$ cat src/rtl/ssh_pkg.sv
// Shared types for the Hibbard-gap Shellsort block.
// Controller state encoding plus the command and status words that join
// ssh_ctrl and ssh_datapath. No dependencies.
package ssh_pkg;

  // Controller states
  typedef enum logic [2:0] {
    ST_IDLE,
    ST_GAP,
    ST_HELD,
    ST_CMP,
    ST_PUT,
    ST_OUT
  } ssh_state_e;

  // Commands from controller to datapath
  typedef struct packed {
    logic load;        // store the input word and bump the count if there is room
    logic gap_init;    // gap := 1, output index := 0
    logic gap_grow;    // gap := 2*gap + 1
    logic pass_start;  // i := gap, read element i
    logic take_held;   // held := element i, j := i, read element j-gap
    logic move;        // element j := element j-gap, j -= gap, read next
    logic put;         // element j := held
    logic next_i;      // i += 1, read element i
    logic next_gap;    // gap /= 2, i := gap, read element i
    logic out_issue;   // read element k for output, k += 1
    logic clear;       // empty the buffer
  } ssh_cmd_t;

  // Status from datapath to controller
  typedef struct packed {
    logic gap_grow_ok; // 2*gap + 1 below the count
    logic n_small;     // fewer than two elements
    logic less;        // held word below the word just read
    logic move_cont;   // after a move, j is still at or above gap
    logic i_last;      // i is the last index of the set
    logic gap_one;     // current pass uses gap 1
    logic k_last;      // output index is the last one
  } ssh_stat_t;

endpackage

$ cat src/rtl/ssh_ctrl.sv
// Controller of the Shellsort block: load, gap search, gapped insertion
// passes and output sequencing. Depends on ssh_pkg.
module ssh_ctrl import ssh_pkg::*; (
  input  logic      clk_i,
  input  logic      rst_ni,
  input  logic      start,
  input  logic      last_in_i,
  input  ssh_stat_t stat_i,
  output ssh_cmd_t  cmd_o,
  output logic      busy
);

  ssh_state_e state_q, state_d;

  // State register
  always_ff @(posedge clk_i or negedge rst_ni) begin
    if (!rst_ni) begin
      state_q <= ST_IDLE;
    end else begin
      state_q <= state_d;
    end
  end

  // Next state and commands
  always_comb begin
    state_d = state_q;
    cmd_o   = '0;
    case (state_q)
      ST_IDLE: begin
        if (start) begin
          cmd_o.load = 1'b1;
          if (last_in_i) begin
            cmd_o.gap_init = 1'b1;
            state_d        = ST_GAP;
          end
        end
      end
      ST_GAP: begin
        if (stat_i.n_small) begin
          state_d = ST_OUT;
        end else if (stat_i.gap_grow_ok) begin
          cmd_o.gap_grow = 1'b1;
        end else begin
          cmd_o.pass_start = 1'b1;
          state_d          = ST_HELD;
        end
      end
      ST_HELD: begin
        cmd_o.take_held = 1'b1;
        state_d         = ST_CMP;
      end
      ST_CMP, ST_PUT: begin
        if (state_q == ST_CMP && stat_i.less) begin
          // shift the larger word up by one gap
          cmd_o.move = 1'b1;
          state_d    = stat_i.move_cont ? ST_CMP : ST_PUT;
        end else begin
          // drop the held word in place and advance
          cmd_o.put = 1'b1;
          if (!stat_i.i_last) begin
            cmd_o.next_i = 1'b1;
            state_d      = ST_HELD;
          end else if (!stat_i.gap_one) begin
            cmd_o.next_gap = 1'b1;
            state_d        = ST_HELD;
          end else begin
            state_d = ST_OUT;
          end
        end
      end
      ST_OUT: begin
        cmd_o.out_issue = 1'b1;
        if (stat_i.k_last) begin
          cmd_o.clear = 1'b1;
          state_d     = ST_IDLE;
        end
      end
      default: begin
        state_d = ST_IDLE;
      end
    endcase
  end

  assign busy = (state_q != ST_IDLE);

endmodule

$ cat src/rtl/ssh_datapath.sv
// Datapath of the Shellsort block: element memory, index and gap registers,
// comparator and output register. Depends on ssh_pkg; driven by ssh_ctrl.
module ssh_datapath import ssh_pkg::*; #(
  parameter int MAX_ITEMS  = 64,
  parameter int VALUE_BITS = 32
) (
  input  logic        clk_i,
  input  logic        rst_ni,
  input  ssh_cmd_t    cmd_i,
  input  logic [31:0] value_i,
  output ssh_stat_t   stat_o,
  output logic [31:0] sorted_value_o,
  output logic        last_out_o,
  output logic        result_strobe_o
);

  localparam int IW = $clog2(MAX_ITEMS);
  localparam int CW = $clog2(MAX_ITEMS + 1);

  logic [VALUE_BITS-1:0] mem [MAX_ITEMS];
  logic [VALUE_BITS-1:0] rdata_q;
  logic [VALUE_BITS-1:0] held_q;
  logic [VALUE_BITS-1:0] in_word;
  logic [VALUE_BITS-1:0] wdata;
  logic [IW-1:0]         waddr;
  logic [IW-1:0]         raddr;
  logic                  we;
  logic                  re;
  logic [CW-1:0]         count_q;
  logic [IW-1:0]         i_q;
  logic [IW-1:0]         j_q;
  logic [IW-1:0]         gap_q;
  logic [IW-1:0]         k_q;
  logic [IW-1:0]         gap_half;
  logic [CW-1:0]         i_inc;
  logic [CW-1:0]         k_inc;
  logic [CW:0]           gap_grown;
  logic                  room;
  logic                  emit_q;
  logic                  last_q;

  // Fit the input word to the stored width
  if (VALUE_BITS <= 32) begin : g_in_narrow
    assign in_word = value_i[VALUE_BITS-1:0];
  end else begin : g_in_wide
    assign in_word = {{(VALUE_BITS-32){1'b0}}, value_i};
  end

  // Present the stored word on the 32-bit result port
  if (VALUE_BITS >= 32) begin : g_out_wide
    assign sorted_value_o = rdata_q[31:0];
  end else begin : g_out_narrow
    assign sorted_value_o = {{(32-VALUE_BITS){1'b0}}, rdata_q};
  end

  assign room      = (count_q < CW'(MAX_ITEMS));
  assign i_inc     = CW'(i_q) + CW'(1);
  assign k_inc     = CW'(k_q) + CW'(1);
  assign gap_half  = gap_q >> 1;
  assign gap_grown = (CW+1)'({gap_q, 1'b1});

  // Status toward the controller
  always_comb begin
    stat_o.gap_grow_ok = (gap_grown < (CW+1)'(count_q));
    stat_o.n_small     = (count_q < CW'(2));
    stat_o.less        = ($signed(held_q) < $signed(rdata_q));
    stat_o.move_cont   = ((IW+1)'(j_q) >= {gap_q, 1'b0});
    stat_o.i_last      = (i_inc == count_q);
    stat_o.gap_one     = (gap_q == IW'(1));
    stat_o.k_last      = (k_inc == count_q);
  end

  // Select the write port
  always_comb begin
    we    = 1'b0;
    waddr = j_q;
    wdata = held_q;
    if (cmd_i.load) begin
      we    = room;
      waddr = count_q[IW-1:0];
      wdata = in_word;
    end else if (cmd_i.move) begin
      we    = 1'b1;
      wdata = rdata_q;
    end else if (cmd_i.put) begin
      we    = 1'b1;
    end
  end

  // Select the read port
  always_comb begin
    re    = 1'b1;
    raddr = '0;
    if (cmd_i.pass_start) begin
      raddr = gap_q;
    end else if (cmd_i.take_held) begin
      raddr = i_q - gap_q;
    end else if (cmd_i.move) begin
      raddr = j_q - gap_q - gap_q;
    end else if (cmd_i.next_i) begin
      raddr = i_inc[IW-1:0];
    end else if (cmd_i.next_gap) begin
      raddr = gap_half;
    end else if (cmd_i.out_issue) begin
      raddr = k_q;
    end else begin
      re    = 1'b0;
    end
  end

  // Element memory, registered read; a read of the word being written returns the new word
  always_ff @(posedge clk_i) begin
    if (we) begin
      mem[waddr] <= wdata;
    end
    if (re) begin
      if (we && (waddr == raddr)) begin
        rdata_q <= wdata;
      end else begin
        rdata_q <= mem[raddr];
      end
    end
  end

  // Held word of the current insertion
  always_ff @(posedge clk_i) begin
    if (cmd_i.take_held) begin
      held_q <= rdata_q;
    end
  end

  // Count, indexes and gap
  always_ff @(posedge clk_i or negedge rst_ni) begin
    if (!rst_ni) begin
      count_q <= '0;
      i_q     <= '0;
      j_q     <= '0;
      gap_q   <= IW'(1);
      k_q     <= '0;
    end else begin
      if (cmd_i.clear) begin
        count_q <= '0;
      end else if (cmd_i.load && room) begin
        count_q <= count_q + CW'(1);
      end
      if (cmd_i.gap_init) begin
        gap_q <= IW'(1);
        k_q   <= '0;
      end
      if (cmd_i.gap_grow) begin
        gap_q <= IW'({gap_q, 1'b1});
      end
      if (cmd_i.pass_start) begin
        i_q <= gap_q;
      end
      if (cmd_i.take_held) begin
        j_q <= i_q;
      end
      if (cmd_i.move) begin
        j_q <= j_q - gap_q;
      end
      if (cmd_i.next_i) begin
        i_q <= i_inc[IW-1:0];
      end
      if (cmd_i.next_gap) begin
        gap_q <= gap_half;
        i_q   <= gap_half;
      end
      if (cmd_i.out_issue) begin
        k_q <= k_inc[IW-1:0];
      end
    end
  end

  // Output strobe, registered from the read command so it marks the read word
  always_ff @(posedge clk_i or negedge rst_ni) begin
    if (!rst_ni) begin
      emit_q <= 1'b0;
      last_q <= 1'b0;
    end else begin
      emit_q <= cmd_i.out_issue;
      last_q <= cmd_i.out_issue && stat_o.k_last;
    end
  end

  assign result_strobe_o = emit_q;
  assign last_out_o      = last_q;

  // A move never reaches below index zero
  a_move_in_range: assert property (@(posedge clk_i) disable iff (!rst_ni)
    cmd_i.move |-> (j_q >= gap_q))
    else $error("move issued with j below gap");

  // Output reads stay within the stored set
  a_out_in_set: assert property (@(posedge clk_i) disable iff (!rst_ni)
    cmd_i.out_issue |-> (CW'(k_q) < count_q))
    else $error("output index beyond element count");

  // Gap never collapses to zero
  a_gap_nonzero: assert property (@(posedge clk_i) disable iff (!rst_ni)
    gap_q != '0)
    else $error("gap reached zero");

  // Last marker only on a strobed word
  a_last_strobed: assert property (@(posedge clk_i) disable iff (!rst_ni)
    last_q |-> emit_q)
    else $error("last marker without strobe");

endmodule

$ cat src/rtl/shell_sort_hibbard_top.sv
// Shellsort sorter with Hibbard gaps (1, 3, 7, 15, ...), top level.
// Takes ssh_pkg; instantiates ssh_ctrl and ssh_datapath.
//
// Words are loaded one per cycle while busy is low; the word marked
// last_in_i closes the set (words past MAX_ITEMS are dropped, a last
// marker still closes the set). The block then sorts ascending as signed
// VALUE_BITS-bit numbers and streams the result, one word per cycle on
// result_strobe_o, with last_out_o on the final word. The receiver cannot
// stall: every strobed word must be taken in that cycle. After the last word
// the block searches for the largest Hibbard gap below the count, runs one
// gapped insertion pass per gap down to gap 1, then reads the words out of
// the element memory, which has one write and one registered read port.
module shell_sort_hibbard_top import ssh_pkg::*; #(
  parameter int MAX_ITEMS  = 64,
  parameter int VALUE_BITS = 32
) (
  input  logic        clk_i,
  input  logic        rst_ni,
  input  logic        start,
  output logic        busy,
  input  logic [31:0] value_i,
  input  logic        last_in_i,
  output logic [31:0] sorted_value_o,
  output logic        last_out_o,
  output logic        result_strobe_o
);

  ssh_cmd_t  cmd;
  ssh_stat_t stat;

  ssh_ctrl u_ctrl (
    .clk_i     (clk_i),
    .rst_ni    (rst_ni),
    .start     (start),
    .last_in_i (last_in_i),
    .stat_i    (stat),
    .cmd_o     (cmd),
    .busy      (busy)
  );

  ssh_datapath #(
    .MAX_ITEMS  (MAX_ITEMS),
    .VALUE_BITS (VALUE_BITS)
  ) u_datapath (
    .clk_i           (clk_i),
    .rst_ni          (rst_ni),
    .cmd_i           (cmd),
    .value_i         (value_i),
    .stat_o          (stat),
    .sorted_value_o  (sorted_value_o),
    .last_out_o      (last_out_o),
    .result_strobe_o (result_strobe_o)
  );

endmodule

$ cat config.mk
export PLATFORM = sky130hd
export DESIGN_NAME = shell_sort_hibbard_top
export DESIGN_NICKNAME = d
export VERILOG_FILES = /design/src/rtl/ssh_pkg.sv /design/src/rtl/ssh_ctrl.sv /design/src/rtl/ssh_datapath.sv /design/src/rtl/shell_sort_hibbard_top.sv
export SDC_FILE = /design/constraint.sdc
export NUM_CORES = 2
export LEC_CHECK = 0
export ABC_AREA = 1
export BUFFER_PORTS_ARGS = -buffer_cell sky130_fd_sc_hd__buf_2
export CAP_MARGIN = 30
export CELL_PAD_IN_SITES_DETAIL_PLACEMENT = 1
export CELL_PAD_IN_SITES_GLOBAL_PLACEMENT = 1
export CORE_MARGIN = 3
export CORE_UTILIZATION = 40
export DETAILED_ROUTE_END_ITERATION = 12
export PLACE_DENSITY_LB_ADDON = 0.25
export SETUP_SLACK_MARGIN = 0.3
export SLEW_MARGIN = 0
export SYNTH_ARGS = -nofsm -noshare
export SYNTH_HDL_FRONTEND = slang
export SYNTH_SLANG_ARGS = --single-unit
$ cat constraint.sdc
create_clock -name clk_i -period 5.35 [get_ports clk_i]
set_input_delay 1.07 -clock clk_i [delete_from_list [all_inputs] [get_ports clk_i]]
set_output_delay 1.07 -clock clk_i [all_outputs]
set_load 0.02 [all_outputs]
=== Yosys cells after proc, flatten, opt, wreduce, memory -nomap -nowiden ===
Memory sizes are Yosys's and may differ from the RTL's. A register that Yosys moved wholly into a read port is not among the register bits.
Cells that the tools add are included.

* Register bits: 68
* Bits in writable memories: 2,048
* Input bits: 36
* Output and inout port bits: 35
* Logic and storage cells: 103
* Memories: 1

{| class="wikitable"
|+ Memories
! memory !! depth !! width !! read ports !! clocked after memory_dff !! wr ports !! RTL line !! source
|-
| u_datapath.mem || 64 || 32 || 1 || 1 || 1 || ssh_datapath.sv:20 || <nowiki>logic [VALUE_BITS-1:0] mem [MAX_ITEMS];</nowiki>
|}

* Add/sub/neg operators: 6
* Order comparisons: 5
* Equality and inequality tests: 12
* Mux-type cells: 58
* Reductions and logical operators: 12

{| class="wikitable"
|+ Operators by type and width
! cell !! count
|-
| $mux 6 || 17
|-
| $mux 32 || 2
|-
| $lt 32x32->1 || 1
|-
| $mux 3 || 10
|-
| $mux 1 || 20
|-
| $sub 6x6->6 || 3
|-
| $pmux 3 s5 || 1
|-
| $add 6x1->7 const B || 2
|-
| $eq 7x7->1 || 2
|-
| $mux 7 || 2
|-
| $mux 2 || 5
|-
| $reduce_bool 3->1 || 3
|-
| $add 7x1->7 const B || 1
|-
| $ge 6x7->1 || 1
|-
| $lt 7x2->1 const B || 1
|-
| $lt 7x7->1 || 1
|-
| $lt 7x7->1 const B || 1
|-
| $eq 3x2->1 const B || 2
|-
| $eq 3x3->1 const B || 2
|-
| $eq 6x1->1 const B || 1
|-
| $reduce_bool 2->1 || 3
|-
| $mux 4 || 1
|-
| $ne 2x2->1 const B || 2
|-
| $reduce_and 4->1 || 1
|-
| 6 further kinds || 8
|}

=== Logic depth before layout (Yosys ltp) ===
* Depth in word-level cells: 10
* Mapped depth: 33
* Mapped depth without buffers: 32

=== Modules after synthesis ===
Synthesis repeated with hierarchy kept, for this count alone.

* Cells, all modules: 9,140
* Area total of the unflattened synthesis: 97,324.6 sq um

{| class="wikitable"
|+ Modules (own cells, without submodules)
! module !! instances !! cells an instance !! area each (sq um) !! seq. area each (sq um)
|-
| ssh_datapath || 1 || 9,081 || 96,999.3 || 64,247.9
|-
| ssh_ctrl || 1 || 59 || 325.3 || 75.1
|}

=== Worst setup path before layout ===
OpenSTA, ideal clock, no wires.

* Kind: flip-flop to flip-flop
* Start point: reg u_datapath.rdata_q[21], in the netlist u_datapath.sorted_value_o[21] (read register of u_datapath.mem)
* End point: mem u_datapath.mem[0][25], data pin
* Setup time: 0.712 ns
* Arrival time: 4.848 ns
* Data required time: 4.638 ns
* Path slack: -0.210 ns
* Cell stages (with the launch flop): 16
* Buffers on the path: 2
* Clock period less this slack: 5.560 ns
* Cells stage by stage: edfxtp_1 inv_1 ha_1 a21oi_1 nor2_1 nor2_1 nand3_1 a21oi_1 nand2_1 nand2_1 nand3_2 inv_1 clkbuf_1 clkbuf_1 o21ai_0 o21ai_0

* Longest elaborated chain between the ends: 6

{| class="wikitable"
|+ Ends and longest elaborated chain
! what !! RTL line !! source
|-
| from (decl) || ssh_datapath.sv:21 || <nowiki>logic [VALUE_BITS-1:0] rdata_q;</nowiki>
|-
| $lt 32x32->1 || ssh_datapath.sv:66 || <nowiki>stat_o.less = ($signed(held_q) < $signed(rdata_q));</nowiki>
|-
| $logic_and 1x1->1 || ssh_ctrl.sv:53 || <nowiki>if (state_q == ST_CMP && stat_i.less) begin</nowiki>
|-
| $mux 1 || ssh_ctrl.sv:53 ||
|-
| $mux 4 || ssh_ctrl.sv:28 || <nowiki>case (state_q)</nowiki>
|-
| $mux 32 || ssh_datapath.sv:82 || <nowiki>end else if (cmd_i.move) begin</nowiki>
|-
| $mux 32 || ssh_datapath.sv:78 || <nowiki>if (cmd_i.load) begin</nowiki>
|-
| net u_datapath.wdata[25] || ssh_datapath.sv:24 || <nowiki>logic [VALUE_BITS-1:0] wdata;</nowiki>
|-
| to (decl) || ssh_datapath.sv:20 ||
|}

The timed path passes the listed nets, and every way through them passes these cells.

=== Worst setup path in the final report ===
* Start point: reg u_datapath.rdata_q[7], in the netlist u_datapath.sorted_value_o[7] (read register of u_datapath.mem)
* End point: reg u_datapath.rdata_q[31], in the netlist u_datapath.sorted_value_o[31] (read register of u_datapath.mem), data pin

* Longest elaborated chain between the ends: 9
* Elaborated cells on any way between the ends: 15
* Those cells by class: order compare (1); mux (13); reduce/logical (1)

{| class="wikitable"
|+ Ends and longest elaborated chain
! what !! RTL line !! source
|-
| $lt 32x32->1 * || ssh_datapath.sv:66 ||
|-
| $logic_and 1x1->1 * || ssh_ctrl.sv:53 ||
|-
| $mux 3 || ssh_ctrl.sv:53 ||
|-
| $mux 4 * || ssh_ctrl.sv:28 ||
|-
| $mux 6 / $mux 1 (equally long branches) || ssh_datapath.sv:102 || <nowiki>end else if (cmd_i.next_gap) begin</nowiki>
|-
| $mux 6 / $mux 1 (equally long branches) || ssh_datapath.sv:100 || <nowiki>end else if (cmd_i.next_i) begin</nowiki>
|-
| $mux 6 / $mux 1 (equally long branches) || ssh_datapath.sv:98 || <nowiki>end else if (cmd_i.move) begin</nowiki>
|-
| $mux 6 / $mux 1 (equally long branches) || ssh_datapath.sv:96 || <nowiki>end else if (cmd_i.take_held) begin</nowiki>
|-
| $mux 6 / $mux 1 (equally long branches) || ssh_datapath.sv:94 || <nowiki>if (cmd_i.pass_start) begin</nowiki>
|}

Every way passes the cells marked *; elsewhere a longest branch is shown, timed or not.
A chain may end at the register's enable or synchronous reset.

==> flow_metrics.py <==
metrics = {
    "status": {
        "result_of_the_run": "complete, no violations",
    },
    "drt": {
        "antenna_left": 0,
        "drt_first_iter_violations": 7511,
        "post_drt_wl_per_cell_um": 28.3,
        "drc_errors_left": 0,
        "detail_route.vias_per_cell": 5.94,
        "via_count": 65700,
        "drt_pass1_iterations": 6,
        "totalWireLength_um": 312000,
    },
    "clocking": {
        "clk_path_buf_depth": 3,
        "clkLatencyLatePin_ps": 870,
        "h-tree-depth": 4,
        "cts_buffers": 223,
        "postCtsHoldBufs": 0,
        "clock_tree_from_tritoncts": "yes",
        "worst_setup_hold_path_clk_slew_ps": 60,
        "numClockSinks": 2148,
        "root_buffer": "sky130_fd_sc_hd__clkbuf_16",
    },
    "floorplan": {
        "core.rowCount": 174,
        "die_w_um": 482,
        "initial_core_util": 0.403,
        "core_um2": 225000,
        "num_io_pins": 71,
        "floorplan.die.height_um": 482,
        "area_enclosed_by_the_die_boundary_um2": 233000,
    },
    "synthesis": {
        "yosysTopAreaCellShare": 0.698,
        "post_synthesis_cell_type_count": 52,
        "ys_dominant_reg_cell": "sky130_fd_sc_hd__edfxtp_1",
        "postSynth.asyncResetShare": 0.0168,
        "syn_nets": 7859,
        "leading_cell_types_by_total_area_after_synthesis": "sky130_fd_sc_hd__edfxtp_1 (70%), sky130_fd_sc_hd__nand3_1 (15%), sky130_fd_sc_hd__nand2_1 (6.7%)",
        "synth_warnings": 0,
        "synth.yosys.seq_area_share": 0.708,
        "synth_top_area_cell": "sky130_fd_sc_hd__edfxtp_1",
        "post_synthesis_instance_total": 7761,
        "synth-edff-count": 2112,
        "synth_seq_cells": 2148,
        "syn_avg_cell_area_um2": 11.7,
        "netlist_area_um2": 90800,
    },
    "grt": {
        "grt_pass1_wl_um": 456000,
        "number_of_antenna_violations_at_the_first_check_in_global_routing": 9,
        "first_global_vias": 66800,
        "overflow_left_after_global_routing": 0,
        "globalRouteTotalUtil": 0.262,
        "grt_start_max_net_pins": 130,
    },
    "timing": {
        "report.final.setup_viol": 0,
        "hold_viol": 0,
        "fmaxAchievable_mhz": 206,
        "timing.slew.headroom": 0.380,
        "min_period_over_period": 0.905,
        "worst_clock_skew_ps": 39.0,
        "rsz_0062_raised_after_global_routing": "true",
        "tightest_slew_ps": 926,
        "finalCriticalPeriod_ps": 4840,
        "timing.final.max_slew_violations": 0,
    },
    "placement": {
        "placedCellCount": 10600,
        "gpl.final_weighted_congestion": 0.850,
        "port-buffer-count": 70,
        "dp.final_hpwl_um": 176000,
    },
    "run": {
        "max_cap_viol_count": 0,
    },
    "power": {
        "internal_power_mw": 26.5,
        "switching_share": 0.201,
        "net_switching_power_figure_mw": 6.65,
        "power_density_nw_per_um2": 314,
        "p_leak_nw": 32.8,
        "max-vdd-ir-drop_mv": 0.262,
        "combPwrFrac": 0.001,
        "power_frac_clock": 0.451,
        "sequentialPowerShare": 0.549,
    },
    "finish": {
        "nets": 7976,
        "count_of_non_filler_cells_in_the_finished_layout": 11100,
        "finalCoreUtilization": 0.468,
        "layout-drive-gt1-share": 0.112,
        "layout-area-overhead-vs-synth_pct": 16.1,
        "num-fill-cells": 23400,
    },
    "min_path": {
        "hold_path.class": "in -> async",
    },
    "critical_path": {
        "critPathKind": "reg -> reg",
        "critical_path.startpoint_type": "register",
        "endpoint_kind": "register",
        "crit_arrival_ps": 5440,
        "worst-r2r-cell-count": 27,
        "critPathRequiredTime_ps": 5950,
        "timing.critical_path.fanout_max": 33,
    },
}
-- final cells by class --
class                   count  area (um^2)  area share
repair buffers            439         5500      0.0521
diodes                      2         5.00   0.0000475
clock buffers             283         5830      0.0553
flip-flops and latches   2148        64300       0.610
inverters                 256         1010     0.00955
multi-input cells        4809        24000       0.228
clock inverters           127         1020     0.00967
well taps                2992         3740      0.0355
repair inverters            1         8.76   0.0000831
-- power by group through the flow --
stage	clock [mW]	sequential (mW)	combinational [mW]
6_report	14.9	18.2	0.0198
2_1_floorplan	0	18.5	0.0000248
5_1_grt	15.8	18.2	0.0222
3_5_place_dp	0	18.5	0.0203
3_3_place_gp	0	18.5	0.0195
4_1_cts	15.1	18.2	0.0204
-- placed cells by master, fill, tap and decap left out, types with 62 or more instances in the layout --
cell and count:
sky130_fd_sc_hd__buf_12 142, sky130_fd_sc_hd__buf_2 70, sky130_fd_sc_hd__buf_4 183, sky130_fd_sc_hd__clkbuf_16 231, sky130_fd_sc_hd__edfxtp_1 2112, sky130_fd_sc_hd__inv_1 246
sky130_fd_sc_hd__nand2_1 1615, sky130_fd_sc_hd__nand3_1 2606, sky130_fd_sc_hd__nor2_1 81, sky130_fd_sc_hd__nor2_4 62
-- through the flow --
step / area [um^2] / TNS [ps] / power [mW] / hold WS [ps] / setup WS (ps)
floorplan: 90800 / -18200 / 18.5 / 499 / -71.2
global placement: 97500 / -33.2 / 18.6 / 499 / -33.2
detailed placement: 97500 / -159 / 18.6 / 508 / -93.9
CTS: 105000 / 0 / 33.3 / 298 / 223
global route: 105000 / 0 / 34.0 / 360 / 242
finish: 105000 / 0 / 33.1 / 332 / 507
-- repair_timing --
item | in CTS | in global routing
pin swaps | 3 | 9
endpoints found under the setup margin | 32 | 32
cloned | 6 | 8
resized for setup | 31 | 59
buffers inserted | 11 | 14
-- worst max-delay path: stages, from the launching register on --
cell and delay (ps):
sky130_fd_sc_hd__edfxtp_1 590, sky130_fd_sc_hd__inv_1 100, sky130_fd_sc_hd__ha_1 320, sky130_fd_sc_hd__a21oi_1 150
sky130_fd_sc_hd__o21a_1 140, sky130_fd_sc_hd__nand2_1 130, sky130_fd_sc_hd__nand2_1 110, sky130_fd_sc_hd__nand2_1 100
sky130_fd_sc_hd__nand2_1 90, sky130_fd_sc_hd__nand2_1 50, sky130_fd_sc_hd__nand2_1 110, sky130_fd_sc_hd__nand3_4 170
sky130_fd_sc_hd__buf_6 240, sky130_fd_sc_hd__o31ai_1 90, sky130_fd_sc_hd__inv_1 70, sky130_fd_sc_hd__nand3_1 90
sky130_fd_sc_hd__o21ai_2 100, sky130_fd_sc_hd__a21oi_4 180, sky130_fd_sc_hd__buf_12 160, sky130_fd_sc_hd__buf_12 200
sky130_fd_sc_hd__buf_12 240, sky130_fd_sc_hd__nand3_1 110, sky130_fd_sc_hd__nand3_1 80, sky130_fd_sc_hd__nand3_1 140
sky130_fd_sc_hd__nand3_1 210, sky130_fd_sc_hd__nand3_2 240, sky130_fd_sc_hd__nand3_2 200, sky130_fd_sc_hd__nand2_1 110
-- per-layer routing --
layer,global-route usage,vias up,part of all wire
met4,0.0820,2,0.029
met5,0,-,0.000042
met3,0.0384,507,0.073
li1,-,28300,-
met1,0.362,34200,0.42
met2,0.429,2693,0.48
-- path summary, 6_finish.rpt --
path	startpoint	to	slack [ps]
worst max-delay path	u_datapath.sorted_value_o[7]$_DFFE_PP_	u_datapath.sorted_value_o[31]$_DFFE_PP_	510
worst min-delay path	rst_ni	u_datapath.k_q[0]$_DFFE_PN0P_	330
worst max register to register	u_datapath.sorted_value_o[7]$_DFFE_PP_	u_datapath.sorted_value_o[31]$_DFFE_PP_	510
worst min register to register	u_datapath.sorted_value_o[31]$_DFFE_PP_	u_datapath.held_q[31]$_DFFE_PP_	540
max in group asynchronous	rst_ni	u_datapath.i_q[1]$_DFFE_PN0P_	4390
min in group clk_i	u_datapath.sorted_value_o[31]$_DFFE_PP_	u_datapath.held_q[31]$_DFFE_PP_	540
-- synthesized netlist by cell type (3+ instances only) --
master	count
sky130_fd_sc_hd__clkbuf_1	131
sky130_fd_sc_hd__nor2_1	141
sky130_fd_sc_hd__buf_2	336
sky130_fd_sc_hd__fa_1	3
sky130_fd_sc_hd__a31oi_1	4
sky130_fd_sc_hd__o211ai_1	6
sky130_fd_sc_hd__buf_1	38
sky130_fd_sc_hd__a21oi_1	36
sky130_fd_sc_hd__dfrtp_1	35
sky130_fd_sc_hd__o31ai_1	3
sky130_fd_sc_hd__nand2_1	1619
sky130_fd_sc_hd__buf_4	35
sky130_fd_sc_hd__xor2_1	15
sky130_fd_sc_hd__o21a_1	6
sky130_fd_sc_hd__nand3b_1	60
sky130_fd_sc_hd__nand2_2	3
sky130_fd_sc_hd__nand4_1	44
sky130_fd_sc_hd__o21ai_0	92
sky130_fd_sc_hd__or2_2	5
sky130_fd_sc_hd__nor3_1	16
sky130_fd_sc_hd__ha_1	59
sky130_fd_sc_hd__nand3_2	3
sky130_fd_sc_hd__nor2_2	5
sky130_fd_sc_hd__inv_1	248
sky130_fd_sc_hd__edfxtp_1	2112
sky130_fd_sc_hd__o221ai_1	5
sky130_fd_sc_hd__nand3_1	2636
sky130_fd_sc_hd__buf_6	10
sky130_fd_sc_hd__xnor2_1	4
sky130_fd_sc_hd__o22ai_1	10
sky130_fd_sc_hd__inv_2	6
sky130_fd_sc_hd__o21ai_1	12
-- state kept, by name (all words and copies together), names as in the netlist, 3 cells and up --
signal	flops
u_ctrl.state_q	3
u_datapath.count_q	7
u_datapath.gap_q	6
u_datapath.held_q	32
u_datapath.i_q	6
u_datapath.j_q	6
u_datapath.k_q	6
u_datapath.mem	2048
u_datapath.sorted_value_o	32
-- kinds of logic (layout without fill, tap and decap cells) --
group / Yosys count / after routing / share of synthesized area
AND/OR/NAND/NOR: 4542 / 4544 / 0.229
buffers and inverters: 806 / 1106 / 0.0402
flip-flops: 2148 / 2148 / 0.708
AO/OA/AOI/OAI: 183 / 183 / 0.0113
adder cells (fa/ha/maj): 62 / 62 / 0.00879
XOR/XNOR: 20 / 20 / 0.00201
other: 0 / 2 / 0
No activity file was read; power rests on OpenSTA's default activity.
